--- config.mk ---
export PLATFORM = sky130hd
export DESIGN_NAME = tac_div_pipe
export DESIGN_NICKNAME = d
export VERILOG_FILES = /design/src/rtl/core/tac_pkg.sv /design/src/rtl/core/tac_div_pipe.sv
export SDC_FILE = /design/constraint.sdc
export NUM_CORES = 2
export LEC_CHECK = 0
export BUFFER_PORTS_ARGS = -buffer_cell sky130_fd_sc_hd__buf_2
export CORE_UTILIZATION = 56
export CTS_CLUSTER_DIAMETER = 120
export DETAILED_ROUTE_END_ITERATION = 10
export GPL_ROUTABILITY_DRIVEN = 0
export PLACE_DENSITY = 0.78
export SYNTH_ARGS = -nofsm -noshare
export SYNTH_HDL_FRONTEND = slang
export SYNTH_SLANG_ARGS = --single-unit
--- constraint.sdc ---
create_clock -name clk -period 11.73 [get_ports clk]
set_clock_uncertainty 0.1 [all_clocks]
set_input_delay 1.173 -clock clk [delete_from_list [all_inputs] [get_ports clk]]
set_output_delay 1.173 -clock clk [all_outputs]
set_load 0.005 [all_outputs]
--- src/rtl/core/tac_pkg.sv ---
// Shared constants, register codes and pipeline payload types for the touch
// affine calibration core. No dependencies.
package tac_pkg;

  localparam int PANEL_WIDTH  = 1024;
  localparam int PANEL_HEIGHT = 600;

  localparam int RAW_W    = 16;
  localparam int COEF_W   = 32;
  localparam int SCREEN_W = 10;

  // signed coef times zero-extended raw value
  localparam int PROD_W = COEF_W + RAW_W + 1;
  // two products plus an offset, with headroom
  localparam int NUM_W  = PROD_W + 2;
  localparam int MAG_W  = NUM_W;

  localparam int PANEL_MAX = (PANEL_WIDTH > PANEL_HEIGHT) ? PANEL_WIDTH : PANEL_HEIGHT;
  // quotient bits needed below the saturation limit
  localparam int QB = (PANEL_MAX > 1) ? $clog2(PANEL_MAX) : 1;

  localparam int CFG_IDX_W   = 3;
  localparam int IN_TDATA_W  = ((2 * RAW_W + 7) / 8) * 8;
  localparam int OUT_TDATA_W = ((2 * SCREEN_W + 7) / 8) * 8;

  localparam logic [SCREEN_W-1:0] X_MAX = SCREEN_W'(PANEL_WIDTH - 1);
  localparam logic [SCREEN_W-1:0] Y_MAX = SCREEN_W'(PANEL_HEIGHT - 1);

  typedef enum logic [CFG_IDX_W-1:0] {
    REG_COEF_XX = 3'd0,
    REG_COEF_XY = 3'd1,
    REG_OFFS_X  = 3'd2,
    REG_COEF_YX = 3'd3,
    REG_COEF_YY = 3'd4,
    REG_OFFS_Y  = 3'd5,
    REG_DIVISOR = 3'd6
  } cfg_reg_t;

  // live configuration plus values derived from the divisor at write time
  typedef struct packed {
    logic signed [COEF_W-1:0] coef_xx;
    logic signed [COEF_W-1:0] coef_xy;
    logic signed [COEF_W-1:0] offs_x;
    logic signed [COEF_W-1:0] coef_yx;
    logic signed [COEF_W-1:0] coef_yy;
    logic signed [COEF_W-1:0] offs_y;
    logic        [COEF_W-1:0] div_abs;
    logic                     div_neg;
    logic                     div_zero;
    logic        [MAG_W-1:0]  lim_x;
    logic        [MAG_W-1:0]  lim_y;
  } cfg_t;

  // one axis in flight through the divider
  typedef struct packed {
    logic             neg;
    logic             sat;
    logic [MAG_W-1:0] rem;
    logic [QB-1:0]    q;
  } lane_t;

  typedef struct packed {
    lane_t ax;
    lane_t ay;
    logic  dzero;
  } div_item_t;

endpackage

--- src/rtl/core/tac_div_pipe.sv ---
// Restoring divider, one quotient bit per register stage, two axis lanes
// sharing the divisor magnitude. Depends on tac_pkg.
module tac_div_pipe (
  input  logic               clk,
  input  logic               rst_n,
  input  tac_pkg::cfg_t      cfg,
  input  logic               in_valid,
  output logic               in_ready,
  input  tac_pkg::div_item_t in_item,
  output logic               out_valid,
  input  logic               out_ready,
  output tac_pkg::div_item_t out_item
);
  import tac_pkg::*;

  logic [QB-1:0] vld_r;
  div_item_t     stg_r   [QB];
  div_item_t     stg_nxt [QB];
  logic [QB-1:0] rdy;

  function automatic lane_t div_step(lane_t l, logic [MAG_W-1:0] trial, int k);
    lane_t o;
    o = l;
    if (l.rem >= trial) begin
      o.rem  = l.rem - trial;
      o.q[k] = 1'b1;
    end
    return o;
  endfunction

  // bit QB-1-s is resolved in stage s
  always_comb begin
    div_item_t        src;
    logic [MAG_W-1:0] trial;
    for (int s = 0; s < QB; s++) begin
      if (s == 0) src = in_item;
      else        src = stg_r[(s == 0) ? 0 : s - 1];
      trial          = MAG_W'(cfg.div_abs) << (QB - 1 - s);
      stg_nxt[s]     = src;
      stg_nxt[s].ax  = div_step(src.ax, trial, QB - 1 - s);
      stg_nxt[s].ay  = div_step(src.ay, trial, QB - 1 - s);
    end
  end

  always_comb begin
    rdy[QB-1] = !vld_r[QB-1] || out_ready;
    for (int s = QB - 2; s >= 0; s--) begin
      rdy[s] = !vld_r[s] || rdy[s+1];
    end
  end

  always_ff @(posedge clk) begin
    if (!rst_n) begin
      vld_r <= '0;
    end else begin
      for (int s = 0; s < QB; s++) begin
        if (rdy[s]) vld_r[s] <= (s == 0) ? in_valid : vld_r[(s == 0) ? 0 : s - 1];
      end
    end
  end

  always_ff @(posedge clk) begin
    for (int s = 0; s < QB; s++) begin
      if (rdy[s] && ((s == 0) ? in_valid : vld_r[(s == 0) ? 0 : s - 1])) begin
        stg_r[s] <= stg_nxt[s];
      end
    end
  end

  assign in_ready  = rdy[0];
  assign out_valid = vld_r[QB-1];
  assign out_item  = stg_r[QB-1];

endmodule

==> flow_summary_export.csv <==
group,metric,value,unit
yosys,synthFlopType,"edfxtp_1",
yosys,ys_types,91,
critical_path,slowest_delay,570,ps
final_layout,fill_cells,12261,
critical_path,worstPathCellList,"buf_2 -> buf_4 -> ha_1 -> fa_1 -> nand2b_1 -> a211oi_1 -> o2111ai_1 -> a211oi_1 -> a21oi_1 -> o21ai_0 -> nand2_1 -> nand2_2 -> buf_4 -> mux2_2",
route,ant_nets,0,
critical_path,crit_type,"in2reg",
yosys,synthCells,8778,
grt,grt_max_degree,128,
placement,port_buffers,291,
clock_network,tritoncts,"yes",
yosys,synth-seq-cells,1280,
placement,place_ws,5769,ps
timing,period_share,44.71,%
yosys,synth_edf_count,1270,
final_layout,diodes,0,
timing,setup_viol,0,
final_layout,multi_input_area,46690,sq um
route,via_per_inst,6.254,
critical_path,cpMaxStageDelayCell,"o21ai_0",
route,post-route-drc-count,0,
clock_network,hold_buffers,0,
yosys,syn_nets,9897,
yosys,synthArstFlopShare,0,%
grt,grt_pass1_wl,334400,microns
timing,setup_tns,0,ps
yosys,netlist_area,86960,sq um
critical_path,cp_max_fo,51,
timing,setup_slack,6486,ps
timing,slew_viol_final,0,
yosys,yosysTopAreaCell,"edfxtp_1",
grt,grt_usage,26.42,%
clock_network,cts-buffers-inserted,141,
final_layout,final_nets,10066,
final_layout,drive_gt1_share,9.045,%
timing,whs,298.5,ps
timing,fmax,190.7,MHz
floorplan,io_pins,588,
critical_path,required,12140,ps
clock_network,clk_path_buf_depth,3,
placement,postPlaceCellArea,90480,sq um
placement,dpl.hpwl,156200,microns
floorplan,start_util,56.45,%
floorplan,dieArea,156900,sq um
floorplan,die_h,396.1,microns
clock_network,post-cts-setup-buffer-count,0,
route,wl,214000,microns
timing,post-route-min-period,5244,ps
timing,rsz0062_at_grt,"no",
pwr,vdd_ir_drop_max,0.1628,mV
yosys,yosys.area.top_type_share,43.85,%
yosys,synth_warnings,0,
flow_run,drv_cap,0,
timing,slew_headroom,34.10,%
route,wl_per_cell,19.28,microns
route,vias,69411,
hold_path,hold_class,"reg2reg",
final_layout,post-route-util,61.72,%
floorplan,core,154000,sq um
pwr,power.density,128.9,nW/um^2
floorplan,die_w,396.1,microns
run_status,status,"finished clean",
clock_network,clock_sinks,1280,
yosys,synthTopCellsByArea,"edfxtp_1 (44%), ha_1 (9.2%), a21oi_1 (5.4%)",
pwr,p_leak,35.64,nW
timing,tightest_slew,988.5,ps
grt,grt_overflow,0,
final_layout,final_area,95080,sq um
route,drt_iter0_markers,7170,
clock_network,clk_pin_slew,60,ps
clock_network,clockRootBuffer,"clkbuf_16",
yosys,synth.most_common_cell,"edfxtp_1",
grt,antenna_found_initial,1,
yosys,yosysSeqAreaShare,44.08,%
clock_network,cts_resized,0,
route,drtPass1Iterations,9,
floorplan,core.rowCount,144,
critical_path,worstPathArrival,5650,ps
grt,grt_pass1_vias,63793,
yosys,synth_area_per_cell,9.907,sq um
final_layout,area_delta_synth_final,9.329,%
critical_path,crit_path_end_kind,"register",
clock_network,worst_skew_pair.late_latency,790,ps
critical_path,critPathLaunchType,"primary input",
clock_network,h-tree-depth,4,
yosys,ys_top_cells_by_count,"edfxtp_1 (1270), a21oi_1 (936), nand2_1 (735), nor2_1 (693), ha_1 (640)",
final_layout,seqCellArea,38340,sq um
timing,finalHoldViolCount,0,
-- cell type report --
class	count	share of cell area, %
Multi-Input combinational cell	6926	49.11
Sequential cell	1280	40.32
Clock buffer	158	3.823
Tap cell	2044	2.690
Timing Repair Buffer	363	2.113
Clock inverter	93	1.011
Inverter	235	0.9278
-- power by group --
group | internal [mW] | total [mW] | switching, mW
registers | 5.28 | 5.39 | 0.105
clock network | 2.57 | 4.36 | 1.79
logic | 1.03 | 2.50 | 1.48
total | 8.88 | 12.3 | 3.37
-- registers in the layout, summed over array words and instances (netlist names) --
signal and count:
vld_r 10, stg_r 1270
-- stage by stage --
stage	std cells	power (mW)
finish	11099	12.25
global route	11099	12.76
CTS	11099	12.27
detailed placement	10848	7.901
global placement	10848	7.821
floorplan	8778	7.326
-- cell families after synthesis --
| group | Yosys count | synth area share [%] |
|---|---|---|
| AOI/OAI and AO/OA | 2606 | 18.42 |
| xor gates and xnor gates | 856 | 8.621 |
| adders and majority gates | 660 | 9.669 |
| buffers and inverters | 572 | 2.488 |
| DFF | 1280 | 44.08 |
| muxes | 123 | 1.584 |
| and+or+nand+nor | 2681 | 15.13 |
-- layer usage --
metal	routed length, microns	up-vias	global-route usage (%)
li1	-	33341	-
met1	94560	32004	38.71
met2	89310	3574	39.00
met3	20950	492	3.756
met4	9150	0	11.36
met5	0	-	0
-- layout by cell type (no fill, tap or decap), types with 88 or more instances in the layout --
cell type | netlist | layout
nor3_1 | 169 | 168
nor4_1 | 119 | 119
clkbuf_16 | 0 | 143
nand2b_1 | 105 | 105
a21o_1 | 362 | 362
inv_1 | 235 | 215
nand2_1 | 735 | 732
ha_1 | 640 | 640
o21ai_0 | 595 | 594
buf_2 | 13 | 291
nand3_1 | 186 | 186
nand4_1 | 197 | 197
edfxtp_1 | 1270 | 1270
mux2_2 | 108 | 108
o21bai_1 | 88 | 88
xnor2_1 | 475 | 475
nor2_1 | 693 | 693
a21oi_1 | 936 | 933
xor2_1 | 381 | 381
-- critical path: cells and delay by family --
family,cells,cell delay (ps)
compound gates,5,1860
fa+ha+maj,2,710
buf+inv,3,850
mux,1,420
simple gates,3,560
-- final timing paths --
check,start,to,slack (ps),cells after the start
worst min register to register,stg_r[2][9],stg_r[3][9],300,0
worst max register to register,stg_r[0][82],stg_r[1][124],7130,14
worst max-delay path,cfg[104],stg_r[0][49],6490,14
worst min-delay path,stg_r[2][9],stg_r[3][9],300,0
Note: power is estimated with default switching activity, not from simulation.
