### config.mk
export PLATFORM = sky130hd
export DESIGN_NAME = tac_cfg_regs
export DESIGN_NICKNAME = d
export VERILOG_FILES = /design/src/rtl/core/tac_pkg.sv /design/src/rtl/core/tac_cfg_regs.sv
export SDC_FILE = /design/constraint.sdc
export NUM_CORES = 1
export LEC_CHECK = 0
export BUFFER_PORTS_ARGS = -buffer_cell sky130_fd_sc_hd__buf_2
export CAP_MARGIN = 20
export CORE_UTILIZATION = 59
export DETAILED_ROUTE_END_ITERATION = 6
export PLACE_DENSITY_LB_ADDON = 0.05
export REMOVE_ABC_BUFFERS = 1
export SLEW_MARGIN = 0
export SYNTH_ARGS = -nofsm -noshare
export SYNTH_HDL_FRONTEND = slang
export SYNTH_SLANG_ARGS = --single-unit
### constraint.sdc
create_clock -name clk -period 17.94 [get_ports clk]
set_input_delay 1.794 -clock clk [delete_from_list [all_inputs] [get_ports clk]]
set_output_delay 1.794 -clock clk [all_outputs]
set_load 0.02 [all_outputs]
### src/rtl/core/tac_pkg.sv
// Shared constants, register codes and pipeline payload types for the touch
// affine calibration core. No dependencies.
package tac_pkg;

  localparam int PANEL_WIDTH  = 1024;
  localparam int PANEL_HEIGHT = 600;

  localparam int RAW_W    = 16;
  localparam int COEF_W   = 32;
  localparam int SCREEN_W = 10;

  // signed coef times zero-extended raw value
  localparam int PROD_W = COEF_W + RAW_W + 1;
  // two products plus an offset, with headroom
  localparam int NUM_W  = PROD_W + 2;
  localparam int MAG_W  = NUM_W;

  localparam int PANEL_MAX = (PANEL_WIDTH > PANEL_HEIGHT) ? PANEL_WIDTH : PANEL_HEIGHT;
  // quotient bits needed below the saturation limit
  localparam int QB = (PANEL_MAX > 1) ? $clog2(PANEL_MAX) : 1;

  localparam int CFG_IDX_W   = 3;
  localparam int IN_TDATA_W  = ((2 * RAW_W + 7) / 8) * 8;
  localparam int OUT_TDATA_W = ((2 * SCREEN_W + 7) / 8) * 8;

  localparam logic [SCREEN_W-1:0] X_MAX = SCREEN_W'(PANEL_WIDTH - 1);
  localparam logic [SCREEN_W-1:0] Y_MAX = SCREEN_W'(PANEL_HEIGHT - 1);

  typedef enum logic [CFG_IDX_W-1:0] {
    REG_COEF_XX = 3'd0,
    REG_COEF_XY = 3'd1,
    REG_OFFS_X  = 3'd2,
    REG_COEF_YX = 3'd3,
    REG_COEF_YY = 3'd4,
    REG_OFFS_Y  = 3'd5,
    REG_DIVISOR = 3'd6
  } cfg_reg_t;

  // live configuration plus values derived from the divisor at write time
  typedef struct packed {
    logic signed [COEF_W-1:0] coef_xx;
    logic signed [COEF_W-1:0] coef_xy;
    logic signed [COEF_W-1:0] offs_x;
    logic signed [COEF_W-1:0] coef_yx;
    logic signed [COEF_W-1:0] coef_yy;
    logic signed [COEF_W-1:0] offs_y;
    logic        [COEF_W-1:0] div_abs;
    logic                     div_neg;
    logic                     div_zero;
    logic        [MAG_W-1:0]  lim_x;
    logic        [MAG_W-1:0]  lim_y;
  } cfg_t;

  // one axis in flight through the divider
  typedef struct packed {
    logic             neg;
    logic             sat;
    logic [MAG_W-1:0] rem;
    logic [QB-1:0]    q;
  } lane_t;

  typedef struct packed {
    lane_t ax;
    lane_t ay;
    logic  dzero;
  } div_item_t;

endpackage

### src/rtl/core/tac_cfg_regs.sv
// Configuration register file with divisor-derived magnitude, sign and
// saturation limits. Depends on tac_pkg.
module tac_cfg_regs (
  input  logic                          clk,
  input  logic                          rst_n,
  input  logic                          cfg_valid,
  output logic                          cfg_ready,
  input  logic [tac_pkg::CFG_IDX_W-1:0] cfg_index,
  input  logic [tac_pkg::COEF_W-1:0]    cfg_data,
  output tac_pkg::cfg_t                 cfg
);
  import tac_pkg::*;

  cfg_t cfg_r, cfg_nxt;

  assign cfg_ready = 1'b1;
  assign cfg       = cfg_r;

  always_comb begin
    logic [COEF_W-1:0] dabs;
    dabs    = cfg_data[COEF_W-1] ? (~cfg_data + 1'b1) : cfg_data;
    cfg_nxt = cfg_r;
    if (cfg_valid) begin
      unique case (cfg_index)
        REG_COEF_XX: cfg_nxt.coef_xx = cfg_data;
        REG_COEF_XY: cfg_nxt.coef_xy = cfg_data;
        REG_OFFS_X:  cfg_nxt.offs_x  = cfg_data;
        REG_COEF_YX: cfg_nxt.coef_yx = cfg_data;
        REG_COEF_YY: cfg_nxt.coef_yy = cfg_data;
        REG_OFFS_Y:  cfg_nxt.offs_y  = cfg_data;
        REG_DIVISOR: begin
          cfg_nxt.div_abs  = dabs;
          cfg_nxt.div_neg  = cfg_data[COEF_W-1];
          cfg_nxt.div_zero = (cfg_data == '0);
          cfg_nxt.lim_x    = MAG_W'(dabs) * MAG_W'(PANEL_WIDTH);
          cfg_nxt.lim_y    = MAG_W'(dabs) * MAG_W'(PANEL_HEIGHT);
        end
        default: ;  // unmapped index, write dropped
      endcase
    end
  end

  always_ff @(posedge clk) begin
    if (!rst_n) begin
      cfg_r.coef_xx  <= COEF_W'(1);
      cfg_r.coef_xy  <= '0;
      cfg_r.offs_x   <= '0;
      cfg_r.coef_yx  <= '0;
      cfg_r.coef_yy  <= COEF_W'(1);
      cfg_r.offs_y   <= '0;
      cfg_r.div_abs  <= COEF_W'(1);
      cfg_r.div_neg  <= 1'b0;
      cfg_r.div_zero <= 1'b0;
      cfg_r.lim_x    <= MAG_W'(PANEL_WIDTH);
      cfg_r.lim_y    <= MAG_W'(PANEL_HEIGHT);
    end else begin
      cfg_r <= cfg_nxt;
    end
  end

endmodule

==> results of run 1 <==
==> area by class of cell <==
| cell class | instances | share of cell area |
|---|---|---|
| Antenna cell | 1 | 0.0001444 |
| Clock inverter | 17 | 0.01530 |
| Timing Repair Buffer | 351 | 0.1038 |
| Inverter | 151 | 0.03299 |
| Multi-Input combinational cell | 1313 | 0.4758 |
| Tap cell | 324 | 0.02339 |
| Sequential cell | 264 | 0.3049 |
| Clock buffer | 35 | 0.04367 |
==> cells in the final DEF (no fill, tap or decap), drive strengths merged, types with 4 or more instances in the layout <==
cell,instances
xor2,32
nor3,17
a21oi,243
o21ai,54
nor4,5
o41ai,7
dfxtp,264
conb,32
and2,5
inv,151
xnor2,16
and3,10
nand3,32
or3,11
nor2b,7
nand2,457
o21bai,4
or4,10
nand4,18
or2,4
ha,109
o2111a,4
o31ai,10
clkinv,9
nand2b,6
clkbuf,35
bufinv,6
buf,351
fa,55
a211oi,30
a31oi,7
o211ai,10
a21o,18
nor2,63
a221o,4
and4,4
==> worst min-delay path by stage <==
stage | end | slack (ns)
2_1_floorplan | cfg[11] | 0.53
3_3_place_gp | cfg[29] | 0.43
3_5_place_dp | cfg[29] | 0.44
4_1_cts | cfg[10] | 0.45
5_1_grt | cfg[17] | 0.46
6_report | cfg[11] | 0.45
==> per-stage QoR <==
| stage | power [W] | worst slack [ns] | cell area, um^2 | std cells | utilization |
|---|---|---|---|---|---|
| finish | 0.002420 | 10.07 | 17330 | 2456 | 0.7045 |
| global route | 0.002586 | 9.711 | 17330 | 2455 | 0.7043 |
| CTS | 0.002410 | 10.07 | 17330 | 2455 | 0.7043 |
| detailed placement | 0.001773 | 9.507 | 16310 | 2403 | 0.6628 |
| global placement | 0.001764 | 9.569 | 16310 | 2403 | 0.6628 |
| floorplan | 0.001469 | 10.33 | 14100 | 1728 | - |
==> cell families after synthesis <==
group,count (synthesis),share of synthesized area
AND/OR/NAND/NOR,656,0.1864
buffers and inverters,353,0.1055
other,2,0.0005006
flip-flops,264,0.3523
multiplexers,2,0.001335
adder cells (fa/ha/maj),164,0.1643
XOR/XNOR,48,0.02853
AO/OA/AOI/OAI,411,0.1611
==> critical path, cell delays in order <==
cell       delay (ns)
buf_2            0.16
or4_1            0.62
nor4_1           0.33
nand3_1          0.21
or2_2            0.33
o41ai_1          0.31
xor2_1           0.49
inv_1            0.17
ha_1             0.33
ha_1             0.30
fa_1             0.54
inv_1            0.05
fa_1             0.51
inv_1            0.05
ha_1             0.42
nand2_1          0.14
o21ai_0          0.42
nor2_1           0.08
o2bb2ai_1        0.13
or2_2            0.34
o311a_1          0.31
a221o_1          0.25
==> per-layer routing <==
metal  track usage  up-vias
li1              -     6595
met1        0.4190     6490
met2        0.5654      577
met3       0.07524      114
met4        0.1539        0
met5             0        -
==> where the power goes <==
part	switching [W]	leakage, nW	internal, W
registers	0.0000118	2.14	0.000609
clock network	0.000252	0.499	0.000387
logic	0.000757	5.51	0.000404
total	0.00102	8.15	0.00140
==> implementation parameters, run 1 <==
Parameter                              Value

Global routing
  Pin count of the biggest net entering global routing    98
  Total track usage    0.3394
  Grt total ovfl    0
  Vias in the first global route    13,130
  Antenna violations before repair    0
  Wire length of the first global-routing pass    70,460 um

STA
  Count of final setup violators    0
  Peak clock frequency supported by timing    0.1271 GHz
  Final number of max-transition violations    0
  Setup clock skew after layout    0 ns
  Setup repair after global routing missed its margin    no
  Accumulated negative setup slack    0 ns
  Slew HR    0.2737
  Transition time at the pin with the least slew margin    1.085 ns
  Final hold violations    0
  Worst Hold Slack    0.4457 ns
  Final Critical Period    7.867 ns
  Portion of the clock cycle consumed by the worst path in the final layout    0.4385

Clocking
  Number of levels the H-tree was split into    1
  Clock latency at the later pin of the worst-skew pair    0.54 ns
  Total CTS buffers    28
  Number of instances resized during post-cts repair    0
  Quantity of hold-fixing buffers added after cts    0
  Reg clk slew, reported paths    0.06 ns
  Setup Fix Bufs, Post-CTS    0
  Number of sinks driven by the clock tree    264
  TritonCTS clock tree    built
  Clock Tree Root    clkbuf_16
  Maximum clock insertion buffer count    3

Drt
  Residual antenna-violating net count after detailed routing    0
  Max Used Layer    met4
  DRT Wirelength    44,860 um
  Vias per inst    5.609
  Detailed-route DRC error count    0
  Met2 WL post-DR    21,180 um
  Iteration-0 DRC Markers    1,089
  Routed wl met3    3785 um
  Number of detailed-route iterations in the first pass    7
  Number of vias in the routed layout    13,780
  Length of routed wiring on met1    17,900 um
  Routed length per instance    18.27 um

Logic synthesis
  Post-synthesis register bit count    264
  Post-synthesis cell type count    63
  Fraction of synthesized cell area taken by the top area cell type    0.3523
  Post-synthesis instance area    15,000 um^2
  Number of cells produced by synthesis    1,900
  Ranking of synthesized cells by area    dfxtp_1 (35%), nand2_1 (11%), ha_1 (9.1%)
  Commonest cells post-synth    nand2_1 (457), dfxtp_1 (264), a21oi_1 (243)
  Most common cell in the synthesized netlist    nand2_1
  Cell type with the largest total area after synthesis    dfxtp_1
  Synth async-reset ratio    0
  Most frequently used flop master after synthesis    dfxtp_1
  Count of flip-flops with a built-in enable after synthesis    0
  Synth Area per Inst    7.895 um^2
  Ys Warns    0
  Sequential share of the synthesized area    0.3523

Die
  Number of primary I/O pins    367
  Height of the die    161.5 um
  Total die area    26,070 um^2
  Area of the core    24,600 um^2
  Starting density of the core    0.6097
  Die extent in x    161.5 um
  Cell row count    57

Critical path
  Worst flop-to-flop path endpoint    cfg[41]
  Number of cells traversed by the worst register-to-register path    4
  CP startpoint kind    input pin
  End point of the critical path    cfg[35]
  Crit end category    register
  Crit Path Max Fanout    11
  Crit. Startpoint    cfg_data[5]
  Reg-to-reg critical path startpoint    cfg[41]
  Required time of the critical path    18.37 ns
  Register-to-register path setup slack    16.92 ns
  Path type of the worst setup path    input pin to register
  Endpoint arrival time on the critical path    8.29 ns

Power
  Static leakage    8.146 nW
  Pwr per Cell Area    139.6 nW/um^2
  Highest ir drop seen on vdd    91.29 uV

Placed design
  Half-perimeter wire length of the detailed placement result    32,500 um
  # port buffers    334
  Placer congestion estimate    0.8856

Status
  Result of the run    finished, final reports clean

Flow run
  Max-capacitance violation count    0

Layout
  Max reg flops    264
  Multi-input gate area in the final layout    8247 um^2
  Share of final-layout standard cells stronger than drive strength 1    0.1966
  Number of nets in the finished design    2,311
  Total of fill cells in the finished design    2,019
  P&R area growth vs syn    15.55%
  Area taken by flip-flops and latches    5285 um^2

Worst hold path
  Worst hold stages    2
  Beginning of the worst hold path    cfg[11]
  Tightest Hold Check Type    register to register
Power figures use the tool's default switching activity.
==> run 2, diff against run 1 <==
--- a/config.mk
+++ b/config.mk
@@ -7,7 +7,7 @@
 export LEC_CHECK = 0
 export BUFFER_PORTS_ARGS = -buffer_cell sky130_fd_sc_hd__buf_2
 export CAP_MARGIN = 20
-export CORE_UTILIZATION = 59
+export CORE_UTILIZATION = 49
 export DETAILED_ROUTE_END_ITERATION = 6
 export PLACE_DENSITY_LB_ADDON = 0.05
 export REMOVE_ABC_BUFFERS = 1
==> constraint.sdc (replaced) <==
create_clock -name clk -period 6.69 [get_ports clk]
set_input_delay 0.669 -clock clk [delete_from_list [all_inputs] [get_ports clk]]
set_output_delay 0.669 -clock clk [all_outputs]
set_load 0.02 [all_outputs]
==> run 2 against run 1 <==
  * Non-clock buffer count up 116
  * Wire length grew 3.4%
  * Total power increased to 2.9 times the previous value
  * Count of clock-buffer cells in the layout up 4
  * Sequential power rose to 2.7 times the previous value
  * Combinational power grew to 3.2 times the previous value
  * Register-to-register slack lost 11 ns
  * Clock skew stayed put
  * Die area rose by 20%
  * Clock power grew to 2.5 times the previous value
  * Cell area up 5.2%
  * Sequential share of layout area decreased by 1.5 points
==> implementation parameters, run 2 (synthesis gave the netlist of run 1 again) <==
Parameter                              Value

Status
  Result of the run    finished, final reports clean

Global routing
  Antenna violations before repair    2
  Total track usage    0.2949
  Wire length of the first global-routing pass    72,550 um
  Pin count of the biggest net entering global routing    208
  Grt total ovfl    0
  Vias in the first global route    13,080

Critical path
  Crit end category    register
  Peak per-stage delay on the critical path    0.60 ns
  Required time of the critical path    7.16 ns
  Worst path buffer plus inverter count    6
  CP max-delay cell    or4_1
  Path type of the worst setup path    input pin to register
  Cell family with most CP delay    adder cells
  CP startpoint kind    input pin
  Endpoint arrival time on the critical path    6.68 ns
  Register-to-register path setup slack    5.67 ns
  Crit Path Max Fanout    6
  Chain of cells forming the critical path    buf_2 > or4_1 > nor4_1 > buf_4 > or3b_2 > o41ai_1 > xor2_1 > inv_1 > ha_1 > ha_1 > fa_1 > inv_1 > fa_1 > inv_1 > ha_1 > nand2_1 > o21ai_0 > buf_4 > nor2_1 > o2bb2ai_1 > or2_2 > o311a_1 > a221o_1

Clocking
  Quantity of hold-fixing buffers added after cts    0
  Clock Tree Root    clkbuf_16
  Number of instances resized during post-cts repair    0
  Number of levels the H-tree was split into    1
  Total CTS buffers    29
  Maximum clock insertion buffer count    3
  Setup Fix Bufs, Post-CTS    0
  Reg clk slew, reported paths    0.06 ns
  Number of sinks driven by the clock tree    264
  TritonCTS clock tree    built
  Clock latency at the later pin of the worst-skew pair    0.57 ns

STA
  Final Critical Period    6.207 ns
  Portion of the clock cycle consumed by the worst path in the final layout    0.9278
  Final number of max-transition violations    0
  Setup repair after global routing missed its margin    no
  Transition time at the pin with the least slew margin    1.133 ns
  Count of final setup violators    0
  Peak clock frequency supported by timing    0.1611 GHz
  Final hold violations    0
  Setup clock skew after layout    0 ns
  Slew HR    0.2448
  Worst Hold Slack    0.4431 ns

Layout
  P&R area growth vs syn    21.60%
  Layout Utilization    0.6106
  Share of final-layout standard cells stronger than drive strength 1    0.2384
  Number of nets in the finished design    2,428
  Post-route insts no fill    2,640
  Max reg flops    264
  Leading cell type in the layout, fill and taps excluded    nand2_1
  Commonest non-fill, non-tap cells in the layout    nand2_1 (457), buf_2 (334), dfxtp_1 (264), a21oi_1 (243), inv_1 (150)

Drt
  Number of vias in the routed layout    13,710
  Residual antenna-violating net count after detailed routing    0
  Detailed-route DRC error count    0
  Routed length per instance    17.57 um
  Number of detailed-route iterations in the first pass    7
  Vias per inst    5.195
  Iteration-0 DRC Markers    910
  DRT Wirelength    46,380 um

Power
  Highest ir drop seen on vdd    254.8 uV
  Static leakage    8.675 nW
  Pwr per Cell Area    383.6 nW/um^2

Die
  Height of the die    177.0 um
  Starting density of the core    0.5021
  Total die area    31,320 um^2
  Die extent in x    177.0 um
  Cell row count    63
  Area of the core    29,870 um^2
  Number of primary I/O pins    367

Placed design
  # port buffers    334
  Half-perimeter wire length of the detailed placement result    34,400 um
  Placed insts    2,585
  Placer congestion estimate    0.8670

Flow run
  Max-capacitance violation count    0

Worst hold path
  Tightest Hold Check Type    register to register
-- run 2: cell count changes in the layout (fill, tap and decap cells not counted), sizes merged --
| cell | before | now |
|---|---|---|
| buf | 351 | 467 |
| inv | 151 | 152 |
| bufinv | 6 | 2 |
| diode | 1 | 2 |
| clkbuf | 35 | 39 |
-- run 2: final timing paths --
path,to,start,cells after the start
max,cfg[35],cfg_data[5],23
min,cfg[15],cfg[15],2
max reg2reg,cfg[41],cfg[41],4
min reg2reg,cfg[15],cfg[15],2
-- run 2: per-layer routing --
metal | track usage | share of wire
met1 | 0.3748 | 0.43
met2 | 0.4920 | 0.47
met3 | 0.06787 | 0.068
met4 | 0.09339 | 0.032
met5 | 0 | 0
-- run 2: report_power, final --
part	internal, W	switching (W)	total [W]
clock network	0.000932	0.000688	0.00162
registers	0.00163	0.0000311	0.00166
logic	0.00157	0.00214	0.00371
-- run 2: tightest hold or removal path: stages (launching register included) --
cell and delay (ns):
dfxtp_1 0.30, nand2_1 0.05, a21oi_1 0.05
-- run 2: layout make-up --
| type | count | area, um^2 |
|---|---|---|
| inverters | 151 | 571.8 |
| clock inverters | 14 | 143.9 |
| diodes | 2 | 5.005 |
| flip-flops and latches | 264 | 5285 |
| repair buffers | 467 | 2683 |
| well taps | 390 | 488.0 |
| clock buffers | 39 | 813.3 |
| multi-input cells | 1313 | 8252 |
| fillers | 2755 | 11630 |
-- run 2: per-stage QoR --
stage	setup TNS, ns	instance area [um^2]	power (W)	setup WS [ns]
after detailed placement	-0.2459	17280	0.005382	-0.1062
after CTS	0	18240	0.007014	0.5177
after floorplan	0	14100	0.003939	0.2045
final	0	18240	0.006998	0.4832
after global routing	0	18240	0.007548	0.1495
after global placement	-0.03337	17280	0.005376	-0.01970
